## src/igscc_pkg.sv

```systemverilog
package igscc_pkg;

    localparam int LIT_W    = 6;
    localparam int MAX_LITS = 64;
    localparam int ND_W     = 7;

    localparam logic [1:0] ACT_ADD    = 2'd0;
    localparam logic [1:0] ACT_REMOVE = 2'd1;
    localparam logic [1:0] ACT_FIND   = 2'd2;

    localparam logic [1:0] ST_DONE    = 2'd0;
    localparam logic [1:0] ST_INVALID = 2'd1;
    localparam logic [1:0] ST_MEMBER  = 2'd2;
    localparam logic [1:0] ST_NONE    = 2'd3;

    // One depth-first frame: vertex, next neighbor to scan, Tarjan numbers and
    // the member stack position at which the vertex was pushed.
    typedef struct packed {
        logic [LIT_W-1:0] v;
        logic [ND_W-1:0]  nx;
        logic [ND_W-1:0]  low;
        logic [ND_W-1:0]  disc;
        logic [LIT_W-1:0] sp;
    } t_frame;

endpackage

```

## src/igscc_lowbit.sv

```systemverilog
module igscc_lowbit (
    input  logic [igscc_pkg::MAX_LITS-1:0] i_row,
    output logic                           o_found,
    output logic [igscc_pkg::LIT_W-1:0]    o_idx
);
    import igscc_pkg::*;

    always_comb begin
        o_found = 1'b0;
        o_idx   = '0;
        for (int i = MAX_LITS - 1; i >= 0; i--) begin
            if (i_row[i]) begin
                o_found = 1'b1;
                o_idx   = LIT_W'(i);
            end
        end
    end
endmodule

```

## config.mk

```make
export PLATFORM = sky130hd
export DESIGN_NAME = igscc_lowbit
export DESIGN_NICKNAME = d
export VERILOG_FILES = /design/src/igscc_pkg.sv /design/src/igscc_lowbit.sv
export SDC_FILE = /design/constraint.sdc
export NUM_CORES = 1
export LEC_CHECK = 0
export ABC_CLOCK_PERIOD_IN_PS = 1550
export BUFFER_PORTS_ARGS = -buffer_cell sky130_fd_sc_hd__buf_2
export CAP_MARGIN = 20
export CELL_PAD_IN_SITES_DETAIL_PLACEMENT = 0
export CELL_PAD_IN_SITES_GLOBAL_PLACEMENT = 1
export CORE_UTILIZATION = 23
export DETAILED_ROUTE_END_ITERATION = 8
export GPL_ROUTABILITY_DRIVEN = 0
export PLACE_DENSITY = 0.95
export SLEW_MARGIN = 20
export SYNTH_ARGS = -nofsm -noshare
export SYNTH_HDL_FRONTEND = slang
export SYNTH_SLANG_ARGS = --single-unit
```

## constraint.sdc

```tcl
create_clock -name vclk -period 1.55
set_input_delay 0.0775 -clock vclk [all_inputs]
set_output_delay 0.0775 -clock vclk [all_outputs]
set_load 0.02 [all_outputs]
```

==> flow_summary.yaml <==
worst_hold_path:
  timing.hold.worst.start: "i_row[1]"
  holdPathStages: 5
  hold_path_class: "in2out"
  timing.hold.worst_endpoint: "o_idx[1]"
global_route:
  grt_antenna_before_repair: 0
  overflow: 0
  grt_start_max_net_pins: 6
  grt_pass1_wl_mm: 4.71
  all_layer_global_routing_usage_pct: 16.1
  first_global_vias: 1172
finish:
  syn2layout_area_growth_pct: 87.5
  n_sequential_cell: 0
  ff_latch_area_um2: 0
  nets: 294
  finish.utilization_pct: 46.1
  fillerInstances: 369
  layout.clock_buffers: 0
  drive_above_1_share_pct: 46.9
  ant_cells: 0
synth:
  yosys_warnings: 0
  synth_cell_type_count: 34
  synth_compound_gate_area_share_pct: 39.0
  post_synth_xor_area_fraction_pct: 0
  dominant_cell_by_count_in_the_synthesized_netlist: "sky130_fd_sc_hd__nor2_1"
  post_synth_mux_area_share_pct: 0
  post_synth_instance_area_um2: 763
  synth_seq_area_share_pct: 0
  syn-mean-instance-area_um2: 5.45
  synth-simple-area-share_pct: 55.1
  synth_adder_area_share_pct: 0
  synth.top_cell.area_share_pct: 14.3
  largest_family_of_logic_cells_by_synthesized_area: "simple AND/OR/NAND/NOR gates"
  netlist_instances: 140
  ys_top_cells_by_area: "sky130_fd_sc_hd__nor2_1 (14%), sky130_fd_sc_hd__nor4_1 (12%), sky130_fd_sc_hd__a21oi_1 (8.5%)"
  yosys-top-cells-count: "sky130_fd_sc_hd__nor2_1 (29), sky130_fd_sc_hd__nor4_1 (15), sky130_fd_sc_hd__a21oi_1 (13)"
  post_syn_nets: 204
  cell_taking_the_most_area_after_synthesis: "sky130_fd_sc_hd__nor2_1"
timing:
  layout_setup_ws_ns: -0.0584
  timing_worst_slew_pin_value_ns: 0.417
  period_minus_slack_ns: 1.61
  final_min_period_over_clock_period_pct: 104
  timing.max_slew.rel_slack_pct: 71.9
  final_max_tran_viols: 0
  timing_hold_violations_final: 0
  setup_viol: 3
  maximum_clock_frequency_mhz: 622
  rsz0062_at_grt: "true"
detailed_routing:
  routed-via-count: 1378
  antenna_left: 0
  drt_pre_antenna_iters: 4
  wl_mm: 3.02
  drt-wirelength-per-cell_um: 11.1
  drc_errors: 0
  vias_per_cell: 5.07
  iter_0_drt_violations: 31
status:
  outcome: "finished with violations"
  violated_checks: "negative setup slack"
die:
  effective_utilization_at_floorplan_pct: 24.6
  placement_rows: 20
  design.die.area_um2: 3550
  top_level_pins: 71
  die_w_um: 59.6
  dieHeight_um: 59.6
  core_area_um2: 3100
flow_run:
  cap_viol_max_count: 0
setup_path:
  timing.critical_path.fanout_max: 3
  crit_start_category: "primary input"
  setup.worst_path.end_class: "output pin"
  cp.required_ns: 1.47
  crit_type: "in2out"
  critical_path_arrival_ns: 1.53
power:
  p_total_uw: 282
  irDropWorstVdd_mv: 0.0879
  total_leakage_power_nw: 0.645
  cell_pwr_density_nw_per_um2: 197
placement:
  numPortBuffers: 71
  place.detailed.hpwl_mm: 2.59
clock_tree:
  postCtsHoldBufs: 0
==> power by group <==
part / switching [mW] / leakage, nW / internal (mW)
logic: 0.143 / 0.645 / 0.139
clock network: 0 / 0 / 0
registers: 0 / 0 / 0
total: 0.143 / 0.645 / 0.139
==> how the worst max path moves through the flow <==
stage	start	to	slack (ns)	cells after the start
4_1_cts	i_row[56]	o_idx[2]	-0.04	8
5_1_grt	i_row[56]	o_idx[2]	-0.15	8
3_3_place_gp	i_row[56]	o_idx[2]	-0.09	8
2_1_floorplan	i_row[56]	o_idx[2]	0.06	6
3_5_place_dp	i_row[56]	o_idx[2]	-0.10	8
6_report	i_row[31]	o_idx[2]	-0.06	7
==> logic make-up (layout without fill, tap and decap cells) <==
family / Yosys count / after routing
buffers and inverters: 12 / 100
AOI/OAI and AO/OA: 46 / 46
and+or+nand+nor: 82 / 82
==> per-layer routing <==
layer	part of all wire, %	routed length, µm	GRT usage [%]
met5	0	0	0
met4	0	0	0
met3	5.2	156	0.437
met2	48	1450	28.1
met1	47	1410	23.4
==> final cells by class <==
class / instances / area (µm²) / area share (%)
tap: 44 / 55.1 / 3.85
timing repair buffer: 88 / 524 / 36.6
inverter: 12 / 45.0 / 3.15
multi-input combinational: 128 / 807 / 56.4
==> critical path: stages <==
cell and delay (ns):
sky130_fd_sc_hd__buf_6 0.09, sky130_fd_sc_hd__or4_4 0.55, sky130_fd_sc_hd__nor4_1 0.34, sky130_fd_sc_hd__o21ai_2 0.10
sky130_fd_sc_hd__o2111ai_1 0.11, sky130_fd_sc_hd__a21boi_1 0.10, sky130_fd_sc_hd__buf_4 0.16
==> repair_timing <==
| action | in CTS | in global routing |
|---|---|---|
| resized for setup | 6 | 25 |
| setup buffers | 0 | 0 |
| endpoints found under the setup margin | 4 | 7 |
| cloned | 0 | 0 |
| pin swaps | 6 | 9 |
==> placed cells by master, fill, tap and decap left out, drive strengths merged <==
cell and n:
and4 1, o221ai 1, o2bb2ai 1, nand3 4, a2111oi 2, o21bai 1
inv 12, and3 2, or2 1, nor2b 3, o2111ai 1, nor4 15
a221oi 1, a21oi 13, nand2b 1, o21ai 12, nor2 30, o311a 1
a41oi 1, o21a 1, nor3 11, buf 88, o211ai 2, nand2 8
o31ai 2, a31oi 2, a21boi 1, or4 4, nand4 2, a311oi 2
o311ai 2
==> stage by stage <==
stage          hold slack (ns)  TNS, ns  cell area, µm²  setup slack (ns)  instances
4_1_cts                  0.591  -0.0770            1330           -0.0445        272
3_5_place_dp             0.589   -0.263            1300            -0.105        272
2_1_floorplan            0.333        0             763            0.0601        140
6_report                 0.593  -0.0894            1430           -0.0584        272
5_1_grt                  0.625   -0.339            1430            -0.147        272
3_3_place_gp             0.592   -0.175            1300           -0.0866        272
(Power assumes the default switching activity.)
