===== src/igscc_ram.sv =====
module igscc_ram #(
    parameter int WIDTH = 8,
    parameter int DEPTH = 64
) (
    input  logic                     i_clk,
    input  logic                     i_we,
    input  logic [$clog2(DEPTH)-1:0] i_waddr,
    input  logic [WIDTH-1:0]         i_wdata,
    input  logic                     i_re,
    input  logic [$clog2(DEPTH)-1:0] i_raddr,
    output logic [WIDTH-1:0]         o_rdata
);
    logic [WIDTH-1:0] r_mem [DEPTH];
    logic [WIDTH-1:0] r_rdata;

    always_ff @(posedge i_clk) begin
        if (i_we) begin
            r_mem[i_waddr] <= i_wdata;
        end
        if (i_re) begin
            r_rdata <= r_mem[i_raddr];
        end
    end

    assign o_rdata = r_rdata;
endmodule


===== config.mk =====
export PLATFORM = sky130hd
export DESIGN_NAME = igscc_ram
export DESIGN_NICKNAME = d
export VERILOG_FILES = /design/src/igscc_ram.sv
export SDC_FILE = /design/constraint.sdc
export NUM_CORES = 1
export LEC_CHECK = 0
export BUFFER_PORTS_ARGS = -buffer_cell sky130_fd_sc_hd__buf_2
export CORE_MARGIN = 2
export CORE_UTILIZATION = 55
export DETAILED_ROUTE_END_ITERATION = 10
export PLACE_DENSITY = 0.82
export SYNTH_ARGS = -nofsm -noshare
export SYNTH_HDL_FRONTEND = slang
export SYNTH_SLANG_ARGS = --single-unit

===== constraint.sdc =====
create_clock -name i_clk -period 2.8 [get_ports i_clk]
set_clock_uncertainty 0.2 [all_clocks]
set_input_delay 0.42 -clock i_clk [delete_from_list [all_inputs] [get_ports i_clk]]
set_output_delay 0.42 -clock i_clk [all_outputs]
set_load 0.02 [all_outputs]

==> results of run 1 <==
-- routing by layer --
| layer | up-vias | GRT usage |
|---|---|---|
| li1 | 4253 | - |
| met1 | 5334 | 0.3380 |
| met2 | 584 | 0.3977 |
| met3 | 135 | 0.04538 |
| met4 | 6 | 0.09484 |
| met5 | - | 0 |
-- critical path: stages, from the launching register on --
cell and delay [ns]:
edfxtp_1 0.38, mux4_2 0.46, mux2_2 0.29, o221a_2 0.27, nor3_1 0.28, o32ai_1 0.15
-- flip-flops by register name, indices dropped and copies added (netlist names) --
register  cells
o_rdata       8
r_mem       512
-- worst max path at each step --
stage                     depth (start not counted)  slack (ns)    endpoint    startpoint
after floorplan                                   7        0.37  o_rdata[3]    i_raddr[1]
after global placement                            5        0.02  o_rdata[0]    i_raddr[1]
after detailed placement                          5      -0.006  o_rdata[2]    i_raddr[1]
after CTS                                         5        0.49  o_rdata[4]  r_mem[20][4]
after global routing                              5        0.45  o_rdata[4]  r_mem[21][4]
final                                             5        0.50  o_rdata[4]  r_mem[20][4]
-- cells in the mapped netlist (8+ instances only) --
| master | instances |
|---|---|
| edfxtp_1 | 520 |
| mux4_2 | 126 |
| nor2_1 | 83 |
| mux2i_1 | 23 |
| nand2_1 | 19 |
| clkbuf_1 | 17 |
| nor2b_1 | 14 |
| buf_4 | 13 |
| mux2_2 | 13 |
| nand3_1 | 13 |
| buf_2 | 11 |
| o221ai_1 | 8 |
| o22ai_1 | 8 |
-- where the power goes --
group	switching, µW	internal (µW)
clock network	2790	3900
logic	513	349
registers	24.2	8630
total	3330	12900
-- final cells by class --
type,instances,share of cell area
Antenna cell,1,0.0001069
Timing Repair Buffer,155,0.05362
Tap cell,468,0.02502
Multi-Input combinational cell,369,0.1844
Clock buffer,61,0.05613
Sequential cell,520,0.6672
Clock inverter,32,0.01353
-- repair_timing --
item | CTS | global route
endpoints found under the hold margin | 4 | 0
hold buffers | 1 | 0
gates resized for setup | 0 | 0
-- cells by family (layout without fill, tap and decap cells) --
logic type / after synthesis / after routing / share of synthesized area
AO/OA/AOI/OAI: 54 / 54 / 0.02064
buffers and inverters: 51 / 248 / 0.01563
flip-flops: 520 / 520 / 0.7712
multiplexers: 162 / 162 / 0.1588
other: 0 / 1 / 0
AND/OR/NAND/NOR: 153 / 153 / 0.03374
-- per-stage QoR --
stage	instances	utilization
after floorplan	940	-
after global placement	1511	0.5973
after detailed placement	1511	0.5973
after CTS	1605	0.6423
after global routing	1606	0.6423
final	1606	0.6423
==> flow_summary_export.csv, run 1 <==
group,metric,value,unit
routing,drcViolationCount,0,
critical_path,r2r_cells,5,
floorplanning,fp-row-count,70,
clock_tree,cts_buffers,51,
clock_tree,tritoncts,"built",
logic_synthesis,syn-cell-area,20250,µm²
cells_and_area,num-nets-final,1120,
floorplanning,io-pin-count,31,
floorplanning,coreArea,36430,µm²
routing,topRoutingLayerUsed,"met5",
timing,hold_ws,0.02617,ns
min_path,worstHoldStart,"i_re",
critical_path,worstSetupStartpointType,"register",
timing,setup_ws,0.4952,ns
logic_synthesis,synth_edf_count,520,
logic_synthesis,synthCells,940,
critical_path,reg2reg_slack,0.50,ns
logic_synthesis,async_flop_share,0,
routing,drt-initial-drc-count,1575,
logic_synthesis,ys_seq_area_frac,0.7712,
routing,routedWlPerCell,28.27,µm
cells_and_area,finalInstanceArea,23400,µm²
critical_path,worstSetupPathType,"register to register",
routing,drt_pass1_iterations,5,
timing,hold_violations,0,
min_path,hp-class,"primary input to register",
clock_tree,htreeDepth,2,
min_path,min_path_cells,1,
global_routing,antenna_found_initial,5,
floorplanning,die_h,195.9,µm
timing,rsz0062_at_grt,"no",
timing,timing.setup.tns,0,ns
placement,post_dp_cell_area,21760,µm²
cells_and_area,multi_input_area,4315,µm²
routing,met2WireLength,22610,µm
routing,dr_total_vias,10310,
floorplanning,dieArea,38360,µm²
routing,dr_wl_met3,4217,µm
cells_and_area,layout_common_cells,"edfxtp_1, mux4_2, buf_4",
cells_and_area,final_common_cell,"edfxtp_1",
pwr,power_density,692.8,nW/µm²
critical_path,critPathMaxFanout,1,
clock_tree,cts_buffer_depth,3,
placement,place_ws,-0.005676,ns
min_path,hold_end,"o_rdata[7]",
placement,port_buffers,30,
critical_path,rr_endpoint,"o_rdata[4]",
cells_and_area,drive_above_1_share,0.3219,
clock_tree,clk_pin_slew_worst_paths,0.06,ns
timing,slew_headroom,0.1564,
cells_and_area,synthToLayoutAreaGrowth,15.59,%
global_routing,grt_pass1_vias,10540,
timing,fin_crit_sh,0.8232,
cells_and_area,fill_cells,2279,
timing,setup_violations,0,
critical_path,worstReg2RegStart,"r_mem[20][4]",
timing,period_minus_slack,2.305,ns
clock_tree,cts_root_buf,"clkbuf_16",
critical_path,endpoint_kind,"register",
routing,viasPerCell,6.421,
global_routing,grt_max_degree,65,
pwr,leakage,0.007586,µW
pwr,total_power,16210,µW
logic_synthesis,synthTopCellsByArea,"edfxtp_1, mux4_2, nor2_1, mux2i_1, mux2_2",
logic_synthesis,ys.flop_type,"edfxtp_1",
logic_synthesis,yosys.area.top_type_share,0.7712,
critical_path,worstPathArrival,2.41,ns
logic_synthesis,syn_avg_cell_area,21.54,µm²
global_routing,grt.total_usage,0.2454,
clock_tree,clock_sinks,520,
timing,slew_viol_final,0,
critical_path,required,2.91,ns
cells_and_area,regArea,15620,µm²
clock_tree,cts_setup_buffers,0,
global_routing,grt_pass1_wl,68400,µm
status,status,"finished clean",
floorplanning,start_util,0.5557,
global_routing,gr-total-overflow,0,
timing,worst_slew_pin_slew,1.265,ns
logic_synthesis,syn_nets,963,
floorplanning,die_x,195.9,µm
routing,postRouteAntennaNets,0,
pwr,ir_worst_vdd,477.7,µV
timing,timing.fmax,0.4339,GHz
routing,wl_met1,16880,µm
logic_synthesis,yosys_warnings,0,
routing,wl,45400,µm
placement,place_congestion,0.8435,
placement,dp_hpwl,28730,µm
clock_tree,clk_latency,0.58,ns
logic_synthesis,ys_ff_latch,520,
logic_synthesis,synth_cell_type_count,39,
job,cap_violations,0,
logic_synthesis,synth_top_cell_by_area,"edfxtp_1",
(Power assumes the default switching activity.)
==> run 2: changes to the inputs <==
--- a/config.mk
+++ b/config.mk
@@ -9,7 +9,7 @@
 export CORE_MARGIN = 2
 export CORE_UTILIZATION = 55
 export DETAILED_ROUTE_END_ITERATION = 10
-export PLACE_DENSITY = 0.82
+export PLACE_DENSITY = 0.85
 export SYNTH_ARGS = -nofsm -noshare
 export SYNTH_HDL_FRONTEND = slang
 export SYNTH_SLANG_ARGS = --single-unit
==> constraint.sdc (replaced) <==
create_clock -name i_clk -period 1.96 [get_ports i_clk]
set_clock_uncertainty 0.2 [all_clocks]
set_input_delay 0.294 -clock i_clk [delete_from_list [all_inputs] [get_ports i_clk]]
set_output_delay 0.294 -clock i_clk [all_outputs]
set_load 0.02 [all_outputs]
==> run 2 against run 1 <==
Compared with the run above:
- the flow now finishes with violations (negative setup slack)
- first-iteration DRC count shrank 13%
- clock-buffer cell count shrank 2
- sequential cell count is the same
- maximum frequency grew 2.1%
- clock power grew 33%
- die area is the same
- critical path depth grew 1
- wire length grew 5.0%
- highest routed layer unchanged
==> flow_summary_export.csv, run 2 (same netlist as run 1, synthesis figures left out) <==
group,metric,value,unit
placement,port_buffers,30,
placement,dp_hpwl,29130,µm
timing,hold_ws,0.1334,ns
routing,routedWlPerCell,28.97,µm
placement,place_congestion,0.8110,
global_routing,grt.total_usage,0.2547,
timing,setup_ws,-0.2971,ns
routing,wl,47660,µm
timing,fin_crit_sh,1.152,
cells_and_area,largest_register,"r_mem",
cells_and_area,num-nets-final,1160,
clock_tree,cts_buffer_depth,3,
critical_path,worstPathArrival,2.36,ns
timing,rsz0062_at_grt,"yes",
critical_path,required,2.06,ns
critical_path,reg2reg_slack,-0.30,ns
critical_path,worstReg2RegStart,"r_mem[21][6]",
floorplanning,fp-row-count,70,
critical_path,r2r_cells,6,
clock_tree,tritoncts,"built",
min_path,worstHoldStart,"i_wdata[1]",
cells_and_area,multi_input_area,4509,µm²
critical_path,crit_chain,"mux4_2, mux2_4, o221a_4, nor3_4, buf_6, o32ai_2",
routing,drcViolationCount,0,
clock_tree,clk_latency,0.57,ns
critical_path,worstSetupStartpointType,"register",
cells_and_area,layout_common_cells,"edfxtp_1, buf_4, mux4_2",
critical_path,endpoint_kind,"register",
floorplanning,dieArea,38360,µm²
clock_tree,htreeDepth,2,
routing,viasPerCell,6.475,
clock_tree,cts_root_buf,"clkbuf_16",
status,status,"complete, but fails checks",
cells_and_area,fill_cells,2201,
cells_and_area,drive_above_1_share,0.3665,
pwr,leakage,0.007794,µW
clock_tree,cts_buffers,49,
min_path,min_path_cells,1,
floorplanning,die_x,195.9,µm
clock_tree,clk_pin_slew_worst_paths,0.07,ns
critical_path,critPathMaxFanout,1,
routing,drt_pass1_iterations,6,
clock_tree,cts_setup_buffers,0,
status,violations,"negative setup slack",
timing,slew_headroom,0.1379,
cells_and_area,final_common_cell,"edfxtp_1",
critical_path,rr_endpoint,"o_rdata[6]",
min_path,hp-class,"primary input to register",
timing,slew_viol_final,0,
global_routing,grt_pass1_wl,70520,µm
cells_and_area,regArea,15620,µm²
timing,worst_slew_pin_slew,1.293,ns
job,cap_violations,0,
critical_path,cpPeakStageDelay,0.51,ns
timing,hold_violations,0,
floorplanning,coreArea,36430,µm²
cells_and_area,largest_reg_flops,512,
timing,timing.fmax,0.4430,GHz
min_path,hold_end,"r_mem[20][1]",
routing,drt-initial-drc-count,1378,
pwr,ir_worst_vdd,570.2,µV
global_routing,gr-total-overflow,0,
clock_tree,clock_sinks,520,
critical_path,slowest_stage,"mux4_2",
global_routing,grt_max_degree,65,
timing,setup_violations,8,
global_routing,grt_pass1_vias,10890,
global_routing,antenna_found_initial,4,
cells_and_area,synthToLayoutAreaGrowth,17.54,%
pwr,power_density,952.9,nW/µm²
floorplanning,start_util,0.5557,
floorplanning,die_h,195.9,µm
routing,dr_total_vias,10650,
critical_path,worstSetupPathType,"register to register",
floorplanning,io-pin-count,31,
cells_and_area,final_util,0.6532,
routing,postRouteAntennaNets,0,
timing,period_minus_slack,2.257,ns
-- run 2: cell count changes in the layout (fill, tap and decap cells not counted), sizes merged --
cell / delta
inv: -3
bufinv: -4
clkinv: +4
buf: +43
clkinvlp: +2
clkbuf: -3
-- run 2: area by class of cell --
class                   count  area share
diodes                      1   0.0001051
well taps                 468     0.02460
multi-input cells         369      0.1895
flip-flops and latches    520      0.6561
clock buffers              59     0.05489
repair buffers            197     0.06635
clock inverters            31    0.008464
-- run 2: layer usage --
metal  routed length, µm  share of wire  vias up  GRT usage
met2               23860           0.50      694     0.4183
met4                2055          0.043        4     0.1094
met1               17340           0.36     5476     0.3422
li1                    -              -     4328          -
met5                  25        0.00052        -          0
met3                4375          0.092      149    0.04452
-- run 2: worst max-delay path by stage --
| stage | start | slack, ns | depth (start not counted) | endpoint |
|---|---|---|---|---|
| 6_report | r_mem[21][6] | -0.30 | 6 | o_rdata[6] |
| 3_3_place_gp | i_raddr[0] | -0.74 | 6 | o_rdata[7] |
| 5_1_grt | r_mem[20][6] | -0.32 | 6 | o_rdata[6] |
| 3_5_place_dp | i_raddr[0] | -0.86 | 7 | o_rdata[3] |
| 4_1_cts | r_mem[14][0] | -0.27 | 5 | o_rdata[0] |
| 2_1_floorplan | i_raddr[0] | -0.22 | 7 | o_rdata[7] |
-- run 2: through the flow --
| step | TNS (ns) | setup WS, ns | cells | power (µW) | instance area (µm²) |
|---|---|---|---|---|---|
| floorplan | -1.713 | -0.2193 | 940 | 13270 | 20290 |
| global placement | -5.264 | -0.7390 | 1553 | 13820 | 22090 |
| detailed placement | -6.000 | -0.8569 | 1553 | 13890 | 22090 |
| CTS | -1.489 | -0.2708 | 1644 | 22720 | 23730 |
| global route | -1.827 | -0.3242 | 1644 | 23220 | 23800 |
| finish | -1.698 | -0.2971 | 1645 | 22680 | 23800 |
-- run 2: power by group --
group / internal, µW / switching, µW / total, µW
logic: 575 / 808 / 1380
registers: 12300 / 35.3 / 12400
clock network: 5010 / 3920 / 8920
-- run 2: timing repair --
item                       4_1_cts  5_1_grt
resized for setup               29       11
hold buffers                     1        0
setup endpoints to repair        8        8
pin swaps                        6        0
hold endpoints to repair         8        0
-- run 2: worst max-delay path, delay by kind of cell (launching register included) --
kind | cells | cell delay, ns
AOI/OAI and AO/OA | 2 | 0.35
buffers and inverters | 1 | 0.13
DFF | 1 | 0.39
muxes | 2 | 0.82
and+or+nand+nor | 1 | 0.11
